### src/rtl/b64d_pkg.sv
// Package for the base64 stream decoder.
// Holds the queue entry type, the alphabet lookup and shared constants.
package b64d_pkg;

  localparam int unsigned QueueDepthDefault = 4;

  localparam logic [7:0] PadChar = 8'h3d;

  typedef struct packed {
    logic       bad;
    logic [5:0] val;
  } sextet_t;

  typedef struct packed {
    logic [2:0][7:0] bytes;
    logic [1:0]      last_idx;
    logic            err;
    logic            last;
  } grp_t;

  typedef struct packed {
    logic valid;
    grp_t ent;
  } q_push_t;

  function automatic sextet_t sextet_of(input logic [7:0] c);
    sextet_t r;
    r.bad = 1'b0;
    r.val = '0;
    if (c >= 8'h41 && c <= 8'h5a) begin
      r.val = 6'(c - 8'h41);
    end else if (c >= 8'h61 && c <= 8'h7a) begin
      r.val = 6'(c - 8'h61 + 8'd26);
    end else if (c >= 8'h30 && c <= 8'h39) begin
      r.val = 6'(c - 8'h30 + 8'd52);
    end else if (c == 8'h2b) begin
      r.val = 6'd62;
    end else if (c == 8'h2f) begin
      r.val = 6'd63;
    end else begin
      r.bad = 1'b1;
    end
    return r;
  endfunction

endpackage

### src/rtl/base64_stream_decoder.sv
// Top level of the base64 stream decoder.
// Instantiates b64d_front, b64d_queue and b64d_back; depends on b64d_pkg.
//
// Decodes base64 text one character per transaction and emits one byte per
// output transaction, with an error transaction for a malformed string. A
// character is accepted every cycle while the group queue (QueueDepth
// entries) has room. The back end moves one byte a cycle from the queue
// head into the output register while that register is empty or its
// byte is taken.
module base64_stream_decoder #(
  parameter int unsigned QueueDepth = b64d_pkg::QueueDepthDefault
) (
  input  logic       clk_i,
  input  logic       rst_ni,
  input  logic       in_valid_i,
  output logic       in_ready_o,
  input  logic [7:0] char_code_i,
  input  logic       end_of_string_i,
  output logic       out_valid_o,
  input  logic       out_ready_i,
  output logic [7:0] data_byte_o,
  output logic       status_o,
  output logic       last_of_string_o
);

  b64d_pkg::q_push_t push;
  b64d_pkg::grp_t    head;
  logic              q_full, q_empty, pop;

  b64d_front u_front (
    .clk_i           (clk_i),
    .rst_ni          (rst_ni),
    .in_valid_i      (in_valid_i),
    .in_ready_o      (in_ready_o),
    .char_code_i     (char_code_i),
    .end_of_string_i (end_of_string_i),
    .q_full_i        (q_full),
    .push_o          (push)
  );

  b64d_queue #(
    .Depth (QueueDepth)
  ) u_queue (
    .clk_i   (clk_i),
    .rst_ni  (rst_ni),
    .push_i  (push),
    .full_o  (q_full),
    .pop_i   (pop),
    .empty_o (q_empty),
    .head_o  (head)
  );

  b64d_back u_back (
    .clk_i            (clk_i),
    .rst_ni           (rst_ni),
    .q_empty_i        (q_empty),
    .head_i           (head),
    .pop_o            (pop),
    .out_valid_o      (out_valid_o),
    .out_ready_i      (out_ready_i),
    .data_byte_o      (data_byte_o),
    .status_o         (status_o),
    .last_of_string_o (last_of_string_o)
  );

  a_no_push_when_full: assert property (@(posedge clk_i) disable iff (!rst_ni)
    push.valid |-> !q_full)
    else $error("group pushed into a full queue");

  a_error_format: assert property (@(posedge clk_i) disable iff (!rst_ni)
    out_valid_o && status_o |-> last_of_string_o && data_byte_o == 8'h00)
    else $error("error transaction with data or without last flag");

  a_pop_has_entry: assert property (@(posedge clk_i) disable iff (!rst_ni)
    pop |-> !q_empty)
    else $error("pop from an empty queue");

endmodule

### src/rtl/b64d_front.sv
// Front end of the base64 decoder: accepts characters, tracks group state
// and pushes decoded groups or error entries. Depends on b64d_pkg.
module b64d_front (
  input  logic             clk_i,
  input  logic             rst_ni,
  input  logic             in_valid_i,
  output logic             in_ready_o,
  input  logic [7:0]       char_code_i,
  input  logic             end_of_string_i,
  input  logic             q_full_i,
  output b64d_pkg::q_push_t push_o
);

  logic [1:0] pos_q, pos_d;
  logic       pad2_q, pad2_d;
  logic       disc_q, disc_d;
  logic [5:0] held_q [3];
  logic [5:0] held_d [3];

  logic              accept;
  logic              is_pad;
  logic              err;
  b64d_pkg::sextet_t sx;

  assign in_ready_o = !q_full_i;
  assign accept     = in_valid_i && in_ready_o;
  assign is_pad     = (char_code_i == b64d_pkg::PadChar);
  assign sx         = b64d_pkg::sextet_of(char_code_i);

  always_comb begin
    pos_d  = pos_q;
    pad2_d = pad2_q;
    disc_d = disc_q;
    held_d = held_q;
    err    = 1'b0;
    push_o = '0;
    if (accept) begin
      if (disc_q) begin
        if (end_of_string_i) begin
          disc_d = 1'b0;
          pos_d  = '0;
          pad2_d = 1'b0;
        end
      end else if (pos_q != 2'd3) begin
        if (end_of_string_i) begin
          err = 1'b1;
        end else if (is_pad) begin
          if (pos_q != 2'd2) begin
            err = 1'b1;
          end else begin
            held_d[2] = '0;
            pad2_d    = 1'b1;
            pos_d     = pos_q + 2'd1;
          end
        end else if (sx.bad) begin
          err = 1'b1;
        end else begin
          held_d[pos_q] = sx.val;
          pos_d         = pos_q + 2'd1;
        end
      end else begin
        push_o.ent.bytes[0] = {held_q[0], held_q[1][5:4]};
        push_o.ent.bytes[1] = {held_q[1][3:0], held_q[2][5:2]};
        push_o.ent.bytes[2] = {held_q[2][1:0], sx.val};
        pos_d  = '0;
        pad2_d = 1'b0;
        if (pad2_q) begin
          if (!is_pad || !end_of_string_i) begin
            err = 1'b1;
          end else begin
            push_o.valid        = 1'b1;
            push_o.ent.last_idx = 2'd0;
            push_o.ent.last     = 1'b1;
          end
        end else if (is_pad) begin
          if (!end_of_string_i) begin
            err = 1'b1;
          end else begin
            push_o.valid        = 1'b1;
            push_o.ent.last_idx = 2'd1;
            push_o.ent.last     = 1'b1;
          end
        end else if (sx.bad) begin
          err = 1'b1;
        end else begin
          push_o.valid        = 1'b1;
          push_o.ent.last_idx = 2'd2;
          push_o.ent.last     = end_of_string_i;
        end
      end
      if (err) begin
        push_o          = '0;
        push_o.valid    = 1'b1;
        push_o.ent.err  = 1'b1;
        push_o.ent.last = 1'b1;
        pos_d           = '0;
        pad2_d          = 1'b0;
        disc_d          = !end_of_string_i;
      end
    end
  end

  always_ff @(posedge clk_i or negedge rst_ni) begin
    if (!rst_ni) begin
      pos_q  <= '0;
      pad2_q <= 1'b0;
      disc_q <= 1'b0;
    end else begin
      pos_q  <= pos_d;
      pad2_q <= pad2_d;
      disc_q <= disc_d;
    end
  end

  always_ff @(posedge clk_i) begin
    held_q <= held_d;
  end

endmodule

### src/rtl/b64d_queue.sv
// Short queue of decoded groups between front and back end.
// Depends on b64d_pkg for the entry type.
module b64d_queue #(
  parameter int unsigned Depth = b64d_pkg::QueueDepthDefault
) (
  input  logic              clk_i,
  input  logic              rst_ni,
  input  b64d_pkg::q_push_t push_i,
  output logic              full_o,
  input  logic              pop_i,
  output logic              empty_o,
  output b64d_pkg::grp_t    head_o
);

  localparam int unsigned PtrW = (Depth > 1) ? $clog2(Depth) : 1;
  localparam int unsigned CntW = $clog2(Depth + 1);
  localparam logic [PtrW-1:0] PtrLast = PtrW'(Depth - 1);

  b64d_pkg::grp_t mem_q [Depth];

  logic [PtrW-1:0] wr_ptr_q, wr_ptr_d;
  logic [PtrW-1:0] rd_ptr_q, rd_ptr_d;
  logic [CntW-1:0] cnt_q, cnt_d;
  logic            do_push, do_pop;

  assign full_o  = (cnt_q == CntW'(Depth));
  assign empty_o = (cnt_q == '0);
  assign head_o  = mem_q[rd_ptr_q];
  assign do_push = push_i.valid && !full_o;
  assign do_pop  = pop_i && !empty_o;

  always_comb begin
    wr_ptr_d = wr_ptr_q;
    rd_ptr_d = rd_ptr_q;
    cnt_d    = cnt_q;
    if (do_push) begin
      wr_ptr_d = (wr_ptr_q == PtrLast) ? '0 : wr_ptr_q + 1'b1;
    end
    if (do_pop) begin
      rd_ptr_d = (rd_ptr_q == PtrLast) ? '0 : rd_ptr_q + 1'b1;
    end
    if (do_push && !do_pop) begin
      cnt_d = cnt_q + 1'b1;
    end else if (do_pop && !do_push) begin
      cnt_d = cnt_q - 1'b1;
    end
  end

  always_ff @(posedge clk_i or negedge rst_ni) begin
    if (!rst_ni) begin
      wr_ptr_q <= '0;
      rd_ptr_q <= '0;
      cnt_q    <= '0;
    end else begin
      wr_ptr_q <= wr_ptr_d;
      rd_ptr_q <= rd_ptr_d;
      cnt_q    <= cnt_d;
    end
  end

  always_ff @(posedge clk_i) begin
    if (do_push) begin
      mem_q[wr_ptr_q] <= push_i.ent;
    end
  end

endmodule

### src/rtl/b64d_back.sv
// Back end of the base64 decoder: walks the bytes of the head queue entry
// into the output register. Depends on b64d_pkg.
module b64d_back (
  input  logic           clk_i,
  input  logic           rst_ni,
  input  logic           q_empty_i,
  input  b64d_pkg::grp_t head_i,
  output logic           pop_o,
  output logic           out_valid_o,
  input  logic           out_ready_i,
  output logic [7:0]     data_byte_o,
  output logic           status_o,
  output logic           last_of_string_o
);

  logic [1:0] idx_q, idx_d;
  logic       valid_q, valid_d;
  logic [7:0] data_q, data_d;
  logic       status_q, last_q;
  logic       load, at_end;

  assign load   = !q_empty_i && (!valid_q || out_ready_i);
  assign at_end = (idx_q == head_i.last_idx);
  assign pop_o  = load && at_end;

  always_comb begin
    case (idx_q)
      2'd0:    data_d = head_i.bytes[0];
      2'd1:    data_d = head_i.bytes[1];
      2'd2:    data_d = head_i.bytes[2];
      default: data_d = '0;
    endcase
    idx_d   = idx_q;
    valid_d = valid_q;
    if (load) begin
      idx_d   = at_end ? 2'd0 : idx_q + 2'd1;
      valid_d = 1'b1;
    end else if (out_ready_i) begin
      valid_d = 1'b0;
    end
  end

  always_ff @(posedge clk_i or negedge rst_ni) begin
    if (!rst_ni) begin
      idx_q   <= '0;
      valid_q <= 1'b0;
    end else begin
      idx_q   <= idx_d;
      valid_q <= valid_d;
    end
  end

  always_ff @(posedge clk_i) begin
    if (load) begin
      data_q   <= head_i.err ? 8'h00 : data_d;
      status_q <= head_i.err;
      last_q   <= at_end && head_i.last;
    end
  end

  assign out_valid_o      = valid_q;
  assign data_byte_o      = data_q;
  assign status_o         = status_q;
  assign last_of_string_o = last_q;

endmodule

### config.mk
export PLATFORM = sky130hd
export DESIGN_NAME = base64_stream_decoder
export DESIGN_NICKNAME = d
export VERILOG_FILES = /design/src/rtl/b64d_pkg.sv /design/src/rtl/base64_stream_decoder.sv /design/src/rtl/b64d_front.sv /design/src/rtl/b64d_queue.sv /design/src/rtl/b64d_back.sv
export SDC_FILE = /design/constraint.sdc
export NUM_CORES = 1
export LEC_CHECK = 0
export BUFFER_PORTS_ARGS = -buffer_cell sky130_fd_sc_hd__buf_2
export CAP_MARGIN = 30
export CORE_ASPECT_RATIO = 1.25
export CORE_UTILIZATION = 56
export DETAILED_ROUTE_END_ITERATION = 16
export PLACE_DENSITY = 0.88
export SLEW_MARGIN = 20
export SYNTH_ARGS = -nofsm -noshare
export SYNTH_HDL_FRONTEND = slang
export SYNTH_SLANG_ARGS = --single-unit
### constraint.sdc
create_clock -name clk_i -period 2.26 [get_ports clk_i]
set_input_delay 0.452 -clock clk_i [delete_from_list [all_inputs] [get_ports clk_i]]
set_output_delay 0.452 -clock clk_i [all_outputs]
set_load 0.05 [all_outputs]
==> impl_metrics.env, run 1 <==
export IMPL_hpwlAfterDp_mm=10.1
export IMPL_drt_first_pass_iters=6
export IMPL_grt_first_pass_wirelength_mm=26.1
export IMPL_synth_seq_area_share_pct=65.3
export IMPL_ys_async_sr_fraction_pct=9.09
export IMPL_outcome="finished, violations left"
export IMPL_syn_num_nets=472
export IMPL_yosysMostFrequentCell="edfxtp_1"
export IMPL_r2r_slack_ps=-90
export IMPL_die_x_um=102
export IMPL_core_area_mm2=0.0122
export IMPL_setup_worst_path_start_class="register"
export IMPL_powerDensity_mw_per_mm2=1190
export IMPL_overflow=0
export IMPL_total_power_mw=10.3
export IMPL_grt_pass1_vias=4662
export IMPL_antenna_found_initial=0
export IMPL_rr_endpoint="u_queue.cnt_q[1]"
export IMPL_startpoint="u_queue.rd_ptr_q[1]"
export IMPL_drv_cap=0
export IMPL_final_period_utilization_pct=104
export IMPL_min_delay_start="out_ready_i"
export IMPL_skew_ps=11.3
export IMPL_ys_top_cells_by_count="edfxtp_1, mux4_2, and2_1, nand2_1, ha_1"
export IMPL_dpl_cell_area_mm2=0.00797
export IMPL_violations="negative setup slack"
export IMPL_setup_slack_ps=-91.3
export IMPL_grt_setup_unrepaired="true"
export IMPL_netlist_area_mm2=0.00698
export IMPL_hold_viol=0
export IMPL_num_antenna_cells=0
export IMPL_rows=45
export IMPL_ctsHtreeMaxLevel=4
export IMPL_drc=0
export IMPL_clockBufferDepth=2
export IMPL_drt_iter0_drc=389
export IMPL_setup_violations=2
export IMPL_clkLatencyLatePin_ps=410
export IMPL_path_max_fanout=6
export IMPL_fin_area_mm2=0.00864
export IMPL_cts_buffers=17
export IMPL_hold_path_endpoint="u_back.out_valid_o"
export IMPL_synth_edf_count=140
export IMPL_portBuffers=24
export IMPL_tightestPinTransition_ps=484
export IMPL_fmax_ghz=0.425
export IMPL_place_congestion=0.872
export IMPL_relSlewSlack_pct=67.5
export IMPL_ys_ff_latch=154
export IMPL_tritoncts="built"
export IMPL_reg2reg_depth=8
export IMPL_required_ps=2560
export IMPL_cts_sinks=154
export IMPL_grt_max_degree=29
export IMPL_final_antenna_net_count=0
export IMPL_crit_arrival_ps=2650
export IMPL_synthTopCellsByArea="edfxtp_1, mux4_2, dfrtp_1, ha_1, and2_1"
export IMPL_synth_cell_types=66
export IMPL_hp_class="primary input to register"
export IMPL_boundaryPins=25
export IMPL_timing_rr_start="u_queue.rd_ptr_q[1]"
export IMPL_drv_slew=0
export IMPL_syn_avg_cell_area_um2=16.0
export IMPL_syn_inst=435
export IMPL_path_class="register to register"
export IMPL_post_route_util_pct=71.1
export IMPL_yosys_most_used_dff="edfxtp_1"
export IMPL_nets=590
export IMPL_clockRootBuffer="clkbuf_16"
export IMPL_num_vias=4413
export IMPL_gr_usage_all_layers_pct=28.7
export IMPL_drt_total_wl_mm=17.1
export IMPL_die_area_mm2=0.0129
export IMPL_drive_gt1_share_pct=38.9
export IMPL_via_per_inst=6.05
export IMPL_fin_crit_ps=2350
export IMPL_end_kind="register"
export IMPL_yosys_warnings=0
export IMPL_holdPathStages=4
export IMPL_start_util_pct=57.4
export IMPL_wire_per_inst_um=23.4
export IMPL_clkTransAtPathRegs_ps=60
export IMPL_dp_slack_ps=-387
export IMPL_die_h_um=127
export IMPL_p_leak_nw=3.17
export IMPL_synth_area_leader_cell="edfxtp_1"
export IMPL_synth_top_cell_area_share_pct=60.3
export IMPL_area_delta_synth_final_pct=23.9
export IMPL_peakVddDrop_mv=0.639
[kinds of logic (layout without fill, tap and decap cells)]
logic type	after synthesis	count (layout)	share of synthesized area [%]
DFF	154	154	65.3
and+or+nand+nor	100	100	8.21
AOI/OAI and AO/OA	68	68	7.64
buffers and inverters	41	172	3.01
muxes	37	37	10.1
adders and majority gates	24	24	4.41
xor gates and xnor gates	11	11	1.38
[stage by stage]
| step | setup TNS [ps] | hold WS [ps] | std cells |
|---|---|---|---|
| after floorplan | -24670 | 156 | 435 |
| after global placement | -38510 | 371 | 693 |
| after detailed placement | -48210 | 387 | 693 |
| after CTS | -66.3 | 332 | 729 |
| after global routing | -244 | 422 | 730 |
| final | -148 | 432 | 730 |
[metal layers]
| metal | global-route usage [%] | routed length, um |
|---|---|---|
| met1 | 31.6 | 5760 |
| met2 | 51.8 | 9400 |
| met3 | 5.90 | 1100 |
| met4 | 13.9 | 823 |
| met5 | 0 | 0 |
[state kept, by name (all words and copies together), names as in the netlist, 2 cells and up]
signal and count:
u_queue.cnt_q 3, u_queue.wr_ptr_q 2, u_front.held_q 18, u_queue.rd_ptr_q 2, u_back.data_byte_o 8, u_queue.mem_q 112, u_front.pos_q 2, u_back.idx_q 2
[power breakdown]
part,total (mW),internal (mW),switching [mW]
clock network,2.70,1.62,1.08
logic,3.52,1.55,1.97
registers,4.05,3.76,0.294
total,10.3,6.92,3.35
[area by class of cell]
class	count	area, um^2
Clock buffer	21	440
Clock inverter	11	123
Fill cell	745	3520
Inverter	21	83.8
Multi-Input combinational cell	240	2340
Sequential cell	154	4560
Tap cell	164	205
Timing Repair Buffer	119	898
[cells in the final DEF, fill, tap and decap left out, types with 3 or more instances in the layout]
cell / Yosys / layout
a22oi_1: 8 / 8
nor2_1: 13 / 12
clkbuf_1: 5 / 4
buf_2: 6 / 24
inv_1: 21 / 18
a21oi_1: 15 / 15
nor3_2: 1 / 6
and3_4: 0 / 3
o31a_1: 3 / 3
o21ai_0: 9 / 9
mux2i_1: 6 / 5
mux4_2: 26 / 26
nand3_1: 6 / 6
xnor2_1: 9 / 9
o21a_1: 3 / 3
and2_1: 25 / 21
buf_12: 0 / 5
nor3_1: 8 / 3
dfrtp_1: 14 / 12
clkinvlp_4: 0 / 6
clkbuf_16: 0 / 17
and2_2: 0 / 4
edfxtp_1: 140 / 140
nand2_1: 24 / 24
buf_4: 3 / 89
ha_1: 23 / 20
a221oi_2: 3 / 3
nor2b_1: 3 / 3
[critical path, cell delays in order (launching register included)]
cell	delay (ps)
dfrtp_2	490
mux2i_1	240
xnor2_1	110
nor3_2	340
o21ai_4	110
ha_4	170
inv_2	50
fa_2	440
mux2_4	280
[worst max path at each step]
stage / end / slack (ps) / depth (start not counted)
after floorplan: u_queue.cnt_q[2] / -360 / 14
after global placement: u_queue.cnt_q[2] / -340 / 12
after global routing: u_queue.cnt_q[1] / -130 / 8
after CTS: u_queue.cnt_q[2] / -40 / 10
after detailed placement: u_queue.cnt_q[2] / -390 / 12
final: u_queue.cnt_q[1] / -90 / 8
[what timing repair did]
action                                 in CTS  in global routing
pin swaps                                  11                  2
cloned                                      0                  0
hold buffers                                1                  0
setup endpoints to repair                   5                 16
endpoints found under the hold margin      14                  0
gates resized for setup                    11                  5
buffers inserted                            3                  1
Power figures use the tool's default switching activity.
==> run 2: changes to the inputs <==
--- a/config.mk
+++ b/config.mk
@@ -7,8 +7,10 @@
 export LEC_CHECK = 0
 export BUFFER_PORTS_ARGS = -buffer_cell sky130_fd_sc_hd__buf_2
 export CAP_MARGIN = 30
+export CELL_PAD_IN_SITES_DETAIL_PLACEMENT = 1
+export CELL_PAD_IN_SITES_GLOBAL_PLACEMENT = 2
 export CORE_ASPECT_RATIO = 1.25
-export CORE_UTILIZATION = 56
+export CORE_UTILIZATION = 42
 export DETAILED_ROUTE_END_ITERATION = 16
 export PLACE_DENSITY = 0.88
 export SLEW_MARGIN = 20
==> constraint.sdc (replaced) <==
create_clock -name clk_i -period 2.1 [get_ports clk_i]
set_input_delay 0.42 -clock clk_i [delete_from_list [all_inputs] [get_ports clk_i]]
set_output_delay 0.42 -clock clk_i [all_outputs]
set_load 0.05 [all_outputs]
==> run 2 against run 1 <==
Net effect: the flow still finishes with violations (negative setup slack); non-clock buffer count rose by 20; count of clock-buffer cells in the layout shrank 1; first-iteration DRC count increased by 3.9%; fmax fell by 3.2%; core utilization fell by 13 points; via count up 3.0%; global-route usage shrank 4.5 points; clock skew up 4.5 ps; final area grew 8.3%; combinational power grew 23%; sequential power increased by 7.7%.
==> impl_metrics.env, run 2 (same netlist as run 1, synthesis figures left out) <==
export IMPL_regMostFlops="u_queue.mem_q"
export IMPL_clockBufferDepth=2
export IMPL_dp_cells=749
export IMPL_grt_first_pass_wirelength_mm=29.3
export IMPL_wire_per_inst_um=26.4
export IMPL_drc=0
export IMPL_outcome="finished, violations left"
export IMPL_worst_hold_slack_ps=276
export IMPL_post_route_util_pct=57.8
export IMPL_startpoint="u_queue.rd_ptr_q[1]"
export IMPL_fin_crit_ps=2430
export IMPL_holdPathStages=4
export IMPL_reg2reg_depth=8
export IMPL_overflow=0
export IMPL_tightestPinTransition_ps=452
export IMPL_fmax_ghz=0.412
export IMPL_setup_violations=197
export IMPL_path_class="register to register"
export IMPL_setup_slack_ps=-330
export IMPL_ctsHtreeMaxLevel=4
export IMPL_start_util_pct=43.1
export IMPL_tns_ps=-13880
export IMPL_final_cell_mix="edfxtp_1, buf_4, mux4_2"
export IMPL_gr_usage_all_layers_pct=24.2
export IMPL_timing_rr_start="u_queue.rd_ptr_q[1]"
export IMPL_clockRootBuffer="clkbuf_16"
export IMPL_crit_end="u_queue.cnt_q[1]"
export IMPL_hold_viol=0
export IMPL_powerDensity_mw_per_mm2=1270
export IMPL_p_leak_nw=3.45
export IMPL_via_per_inst=5.67
export IMPL_grt_pass1_vias=4860
export IMPL_cts_sinks=154
export IMPL_cts_buffers=17
export IMPL_dpl_cell_area_mm2=0.00816
export IMPL_antenna_found_initial=0
export IMPL_hpwlAfterDp_mm=12.0
export IMPL_area_delta_synth_final_pct=34.2
export IMPL_clkLatencyLatePin_ps=420
export IMPL_die_area_mm2=0.0171
export IMPL_dp_slack_ps=-581
export IMPL_core_area_mm2=0.0162
export IMPL_nets=610
export IMPL_boundaryPins=25
export IMPL_die_x_um=117
export IMPL_die_h_um=146
export IMPL_peakVddDrop_mv=0.596
export IMPL_fin_area_mm2=0.00936
export IMPL_end_kind="register"
export IMPL_final_antenna_net_count=0
export IMPL_drv_cap=0
export IMPL_final_period_utilization_pct=116
export IMPL_violations="negative setup slack"
export IMPL_num_antenna_cells=0
export IMPL_r2r_slack_ps=-330
export IMPL_required_ps=2400
export IMPL_clkTransAtPathRegs_ps=70
export IMPL_instances_no_fill=802
export IMPL_drv_slew=0
export IMPL_drt_first_pass_iters=5
export IMPL_drt_total_wl_mm=21.1
export IMPL_drive_gt1_share_pct=47.8
export IMPL_final_common_cell="edfxtp_1"
export IMPL_relSlewSlack_pct=69.7
export IMPL_num_vias=4545
export IMPL_hp_class="primary input to register"
export IMPL_crit_arrival_ps=2730
export IMPL_grt_setup_unrepaired="true"
export IMPL_place_congestion=0.828
export IMPL_rows=52
export IMPL_path_max_fanout=5
export IMPL_setup_worst_path_start_class="register"
export IMPL_total_power_mw=11.9
export IMPL_skew_ps=15.8
export IMPL_tritoncts="built"
export IMPL_drt_iter0_drc=404
export IMPL_rr_endpoint="u_queue.cnt_q[1]"
export IMPL_grt_max_degree=29
export IMPL_portBuffers=24
export IMPL_largest_reg_flops=112
## run 2: cell count changes in the layout (fill, tap and decap cells not counted), moves of 5 or more
cell	delta
and2_1	-19
clkbuf_16	+5
and2_4	+23
clkinvlp_4	-5
buf_6	+13
clkinv_4	+5
## run 2: power breakdown
part,total [mW],internal [mW],switching (mW)
Combinational,4.33,1.96,2.37
Clock,3.25,1.95,1.30
Sequential,4.36,4.04,0.317
Total,11.9,7.95,3.99
## run 2: how the worst min path moves through the flow
stage | startpoint | slack [ps] | end
floorplan | rst_ni | 120 | u_back.idx_q[0]
global placement | rst_ni | 350 | u_back.idx_q[0]
detailed placement | rst_ni | 350 | u_back.out_valid_o
CTS | out_ready_i | 250 | u_back.out_valid_o
global route | out_ready_i | 300 | u_back.out_valid_o
finish | out_ready_i | 280 | u_back.out_valid_o
## run 2: cell type report
class | instances | area [um^2]
Clock buffer | 20 | 457
Clock inverter | 12 | 164
Fill cell | 1483 | 6840
Inverter | 21 | 88.8
Multi-Input combinational cell | 240 | 2560
Sequential cell | 154 | 4560
Tap cell | 216 | 270
Timing Repair Buffer | 139 | 1260
## run 2: per-layer routing
layer / global-route usage (%) / share of wire, % / vias to the layer above
met4: 9.75 / 2.1 / 0
met5: 0 / 0 / -
met3: 4.07 / 4.7 / 30
li1: - / - / 1955
met2: 44.0 / 56 / 179
met1: 27.6 / 37 / 2381
## run 2: worst max-delay path, stage by stage (launching register included)
cell     delay (ps)
dfrtp_2         480
mux2i_2         330
xnor2_2         160
nor3_4          270
o21ai_4         110
ha_4            170
inv_2            50
fa_2            430
mux2_4          290
## run 2: repair_timing
action,in CTS,in global routing
hold buffers,1,0
cloned,4,5
endpoints found under the hold margin,14,0
setup buffers,8,10
resized for setup,27,38
endpoints found under the setup margin,211,239
pin swaps,13,10
==> run 3: changes to the inputs <==
--- a/config.mk
+++ b/config.mk
@@ -12,8 +12,10 @@
 export CORE_ASPECT_RATIO = 1.25
 export CORE_UTILIZATION = 42
 export DETAILED_ROUTE_END_ITERATION = 16
+export GPL_TIMING_DRIVEN = 0
 export PLACE_DENSITY = 0.88
 export SLEW_MARGIN = 20
 export SYNTH_ARGS = -nofsm -noshare
 export SYNTH_HDL_FRONTEND = slang
+export SYNTH_HIERARCHICAL = 1
 export SYNTH_SLANG_ARGS = --single-unit
==> run 3 against run 2 <==
Net effect: the flow still finishes with violations (negative setup slack); core utilization shrank 1.6 points; final area shrank 2.4%; count of clock-buffer cells in the layout shrank 2; highest routed layer unchanged.
==> impl_metrics.env, run 3 <==
export IMPL_final_period_utilization_pct=131
export IMPL_fmax_ghz=0.362
export IMPL_boundaryPins=25
export IMPL_drt_first_pass_iters=4
export IMPL_gr_usage_all_layers_pct=24.1
export IMPL_timing_rr_start="u_queue/rd_ptr_q[0]"
export IMPL_clkTransAtPathRegs_ps=60
export IMPL_drv_cap=0
export IMPL_drv_slew=0
export IMPL_grt_setup_unrepaired="true"
export IMPL_tritoncts="built"
export IMPL_combPwrFrac_pct=36.0
export IMPL_switching_share_pct=33.6
export IMPL_core_area_mm2=0.0163
export IMPL_drt_total_wl_mm=21.2
export IMPL_holdPathStages=3
export IMPL_synth_edf_count=140
export IMPL_start_util_pct=43.1
export IMPL_outcome="finished, violations left"
export IMPL_final_antenna_net_count=0
export IMPL_portBuffers=23
export IMPL_hpwlAfterDp_mm=10.3
export IMPL_synth_top_cell_area_share_pct=60.0
export IMPL_cts_buffers=17
export IMPL_worst_path_largest_cell_delay_ps=340
export IMPL_yosys_most_used_dff="edfxtp_1"
export IMPL_path_buf_inv=4
export IMPL_syn_num_nets=481
export IMPL_post_route_util_pct=56.2
export IMPL_synth_cell_types=67
export IMPL_ys_async_sr_fraction_pct=9.09
export IMPL_setup_slack_ps=-660
export IMPL_fin_crit_ps=2760
export IMPL_drc=0
export IMPL_powerDensity_mw_per_mm2=1250
export IMPL_path_max_fanout=6
export IMPL_clkLatencyLatePin_ps=430
export IMPL_num_vias=4623
export IMPL_total_power_mw=11.4
export IMPL_tightestPinTransition_ps=648
export IMPL_nets=588
export IMPL_end_kind="register"
export IMPL_syn_inst=444
export IMPL_cts_sinks=154
export IMPL_syn_avg_cell_area_um2=15.8
export IMPL_clockRootBuffer="clkbuf_16"
export IMPL_synth_area_leader_cell="edfxtp_1"
export IMPL_grt_max_degree=17
export IMPL_num_antenna_cells=0
export IMPL_yosys_warnings=6
export IMPL_via_per_inst=5.93
export IMPL_fillers=1521
export IMPL_crit_arrival_ps=3110
export IMPL_rr_endpoint="u_queue/cnt_q[1]"
export IMPL_place_congestion=0.833
export IMPL_drt_iter0_drc=416
export IMPL_setup_violations=201
export IMPL_yosysMostFrequentCell="edfxtp_1"
export IMPL_wire_per_inst_um=27.2
export IMPL_die_h_um=146
export IMPL_netlist_area_mm2=0.00701
export IMPL_area_delta_synth_final_pct=30.4
export IMPL_ys_top_cells_by_count="edfxtp_1, inv_1, mux4_2, nor2_1, ha_1"
export IMPL_overflow=0
export IMPL_hold_path_endpoint="u_front/disc_q"
export IMPL_synthTopCellsByArea="edfxtp_1, mux4_2, dfrtp_1, ha_1, and2_2"
export IMPL_drive_gt1_share_pct=45.8
export IMPL_critPathTopFamily="simple AND/OR/NAND/NOR gates"
export IMPL_slowest_stage="o31a_1"
export IMPL_grt_first_pass_wirelength_mm=29.9
export IMPL_largest_reg_flops=112
export IMPL_synth_seq_area_share_pct=65.0
export IMPL_power_internal_mw=7.58
export IMPL_peakVddDrop_mv=0.542
export IMPL_rows=52
export IMPL_hold_viol=0
export IMPL_p_switching_mw=3.84
export IMPL_regMostFlops="u_queue/mem_q"
export IMPL_ctsHtreeMaxLevel=4
export IMPL_final_cell_mix="edfxtp_1, buf_4, and2_4"
export IMPL_final_common_cell="edfxtp_1"
export IMPL_violations="negative setup slack"
export IMPL_required_ps=2450
export IMPL_r2r_slack_ps=-630
export IMPL_hp_class="primary input to register"
export IMPL_die_x_um=118
export IMPL_dp_slack_ps=-1300
export IMPL_ys_ff_latch=154
export IMPL_reg2reg_depth=9
export IMPL_clockBufferDepth=2
export IMPL_die_area_mm2=0.0172
export IMPL_path_class="primary input to register"
export IMPL_antenna_found_initial=0
export IMPL_grt_pass1_vias=4888
export IMPL_min_delay_start="in_valid_i"
export IMPL_setup_worst_path_start_class="primary input"
export IMPL_p_leak_nw=3.41
export IMPL_relSlewSlack_pct=56.5
export IMPL_power_frac_clock_pct=28.2
export IMPL_seqPwrFrac_pct=35.8
export IMPL_path_cells="buf_4, inv_2, ha_1, nand3b_1, o2111ai_2, and3b_2, o31a_1, nor2_1, nor2b_2, buf_6, ha_4, inv_2, fa_2, xor2_1, nor2_1, xor2_1"
export IMPL_skew_ps=11.2
-- run 3: cell types whose count changed after synthesis, sizes merged, moves of 5 or more --
cell    delta
nand2     -10
a222oi     +8
and4       +6
a22oi      -8
and2       -6
xnor2      -5
a31oi      +8
nor2      +13
inv        +7
-- run 3: power by group through the flow --
stage	logic (mW)	clock network (mW)	registers, mW
floorplan	1.87	0	4.40
global placement	2.83	0	4.05
detailed placement	2.96	0	4.09
CTS	3.59	3.18	4.05
global route	4.30	3.36	4.13
finish	4.11	3.22	4.09
-- run 3: metal layers --
layer	part of all wire (%)	global-route usage, %	routed length, um	vias up
met5	0	0	0	-
met1	35	25.4	7490	2388
met4	4.6	9.74	978	0
met2	56	46.2	11800	202
met3	4.3	4.96	910	67
li1	-	-	-	1966
-- run 3: worst max-delay path by stage --
stage | slack [ps] | endpoint | startpoint | cells after the start
3_5_place_dp | -1300 | u_queue/mem_q[1][27] | char_code_i[1] | 11
6_report | -660 | u_queue/cnt_q[2] | char_code_i[0] | 16
5_1_grt | -770 | u_queue/cnt_q[2] | char_code_i[2] | 16
2_1_floorplan | -740 | u_queue/cnt_q[2] | char_code_i[1] | 15
4_1_cts | -570 | u_queue/cnt_q[2] | char_code_i[2] | 16
3_3_place_gp | -1270 | u_queue/mem_q[0][7] | char_code_i[1] | 11
-- run 3: worst register-to-register path, cell delays in order, from the launching register on --
cell and delay (ps):
dfrtp_1 410, buf_8 130, mux4_2 550, xnor2_2 220, and3_4 220, o31ai_4 100
ha_4 190, inv_2 50, fa_2 430, mux2_2 290
-- run 3: cells by family after synthesis --
logic type / after synthesis / synth area share [%]
xor+xnor: 6 / 0.749
compound gates: 60 / 6.64
fa+ha+maj: 24 / 4.39
mux: 35 / 10.2
simple gates: 117 / 10.3
buf+inv: 48 / 2.82
flops: 154 / 65.0
-- run 3: repair_timing --
item                                    4_1_cts  5_1_grt
gates cloned                                 13        0
setup buffers                                37       19
pin swaps                                    24       25
endpoints found under the setup margin      272      254
hold endpoints to repair                     14        0
hold buffers                                  1        0
gates resized for setup                      76       36
-- run 3: layout make-up --
class | instances | area [um^2] | share of cell area, %
sequential | 154 | 4560 | 49.8
multi-input combinational | 254 | 2780 | 30.4
timing repair buffer | 78 | 642 | 7.02
clock buffer | 18 | 429 | 4.69
tap | 216 | 270 | 2.96
clock inverter | 13 | 176 | 1.93
buffer | 18 | 173 | 1.89
inverter | 28 | 115 | 1.26
-- run 3: metrics by stage --
step                      area (um^2)  TNS [ps]  hold slack (ps)  instances
after floorplan                  7230    -81410              124        444
after global placement           7620   -245180              344        683
after detailed placement         7620   -256240              354        683
after CTS                        8900    -42140              326        764
after global routing             9140    -73130              385        779
final                            9140    -59410              378        779
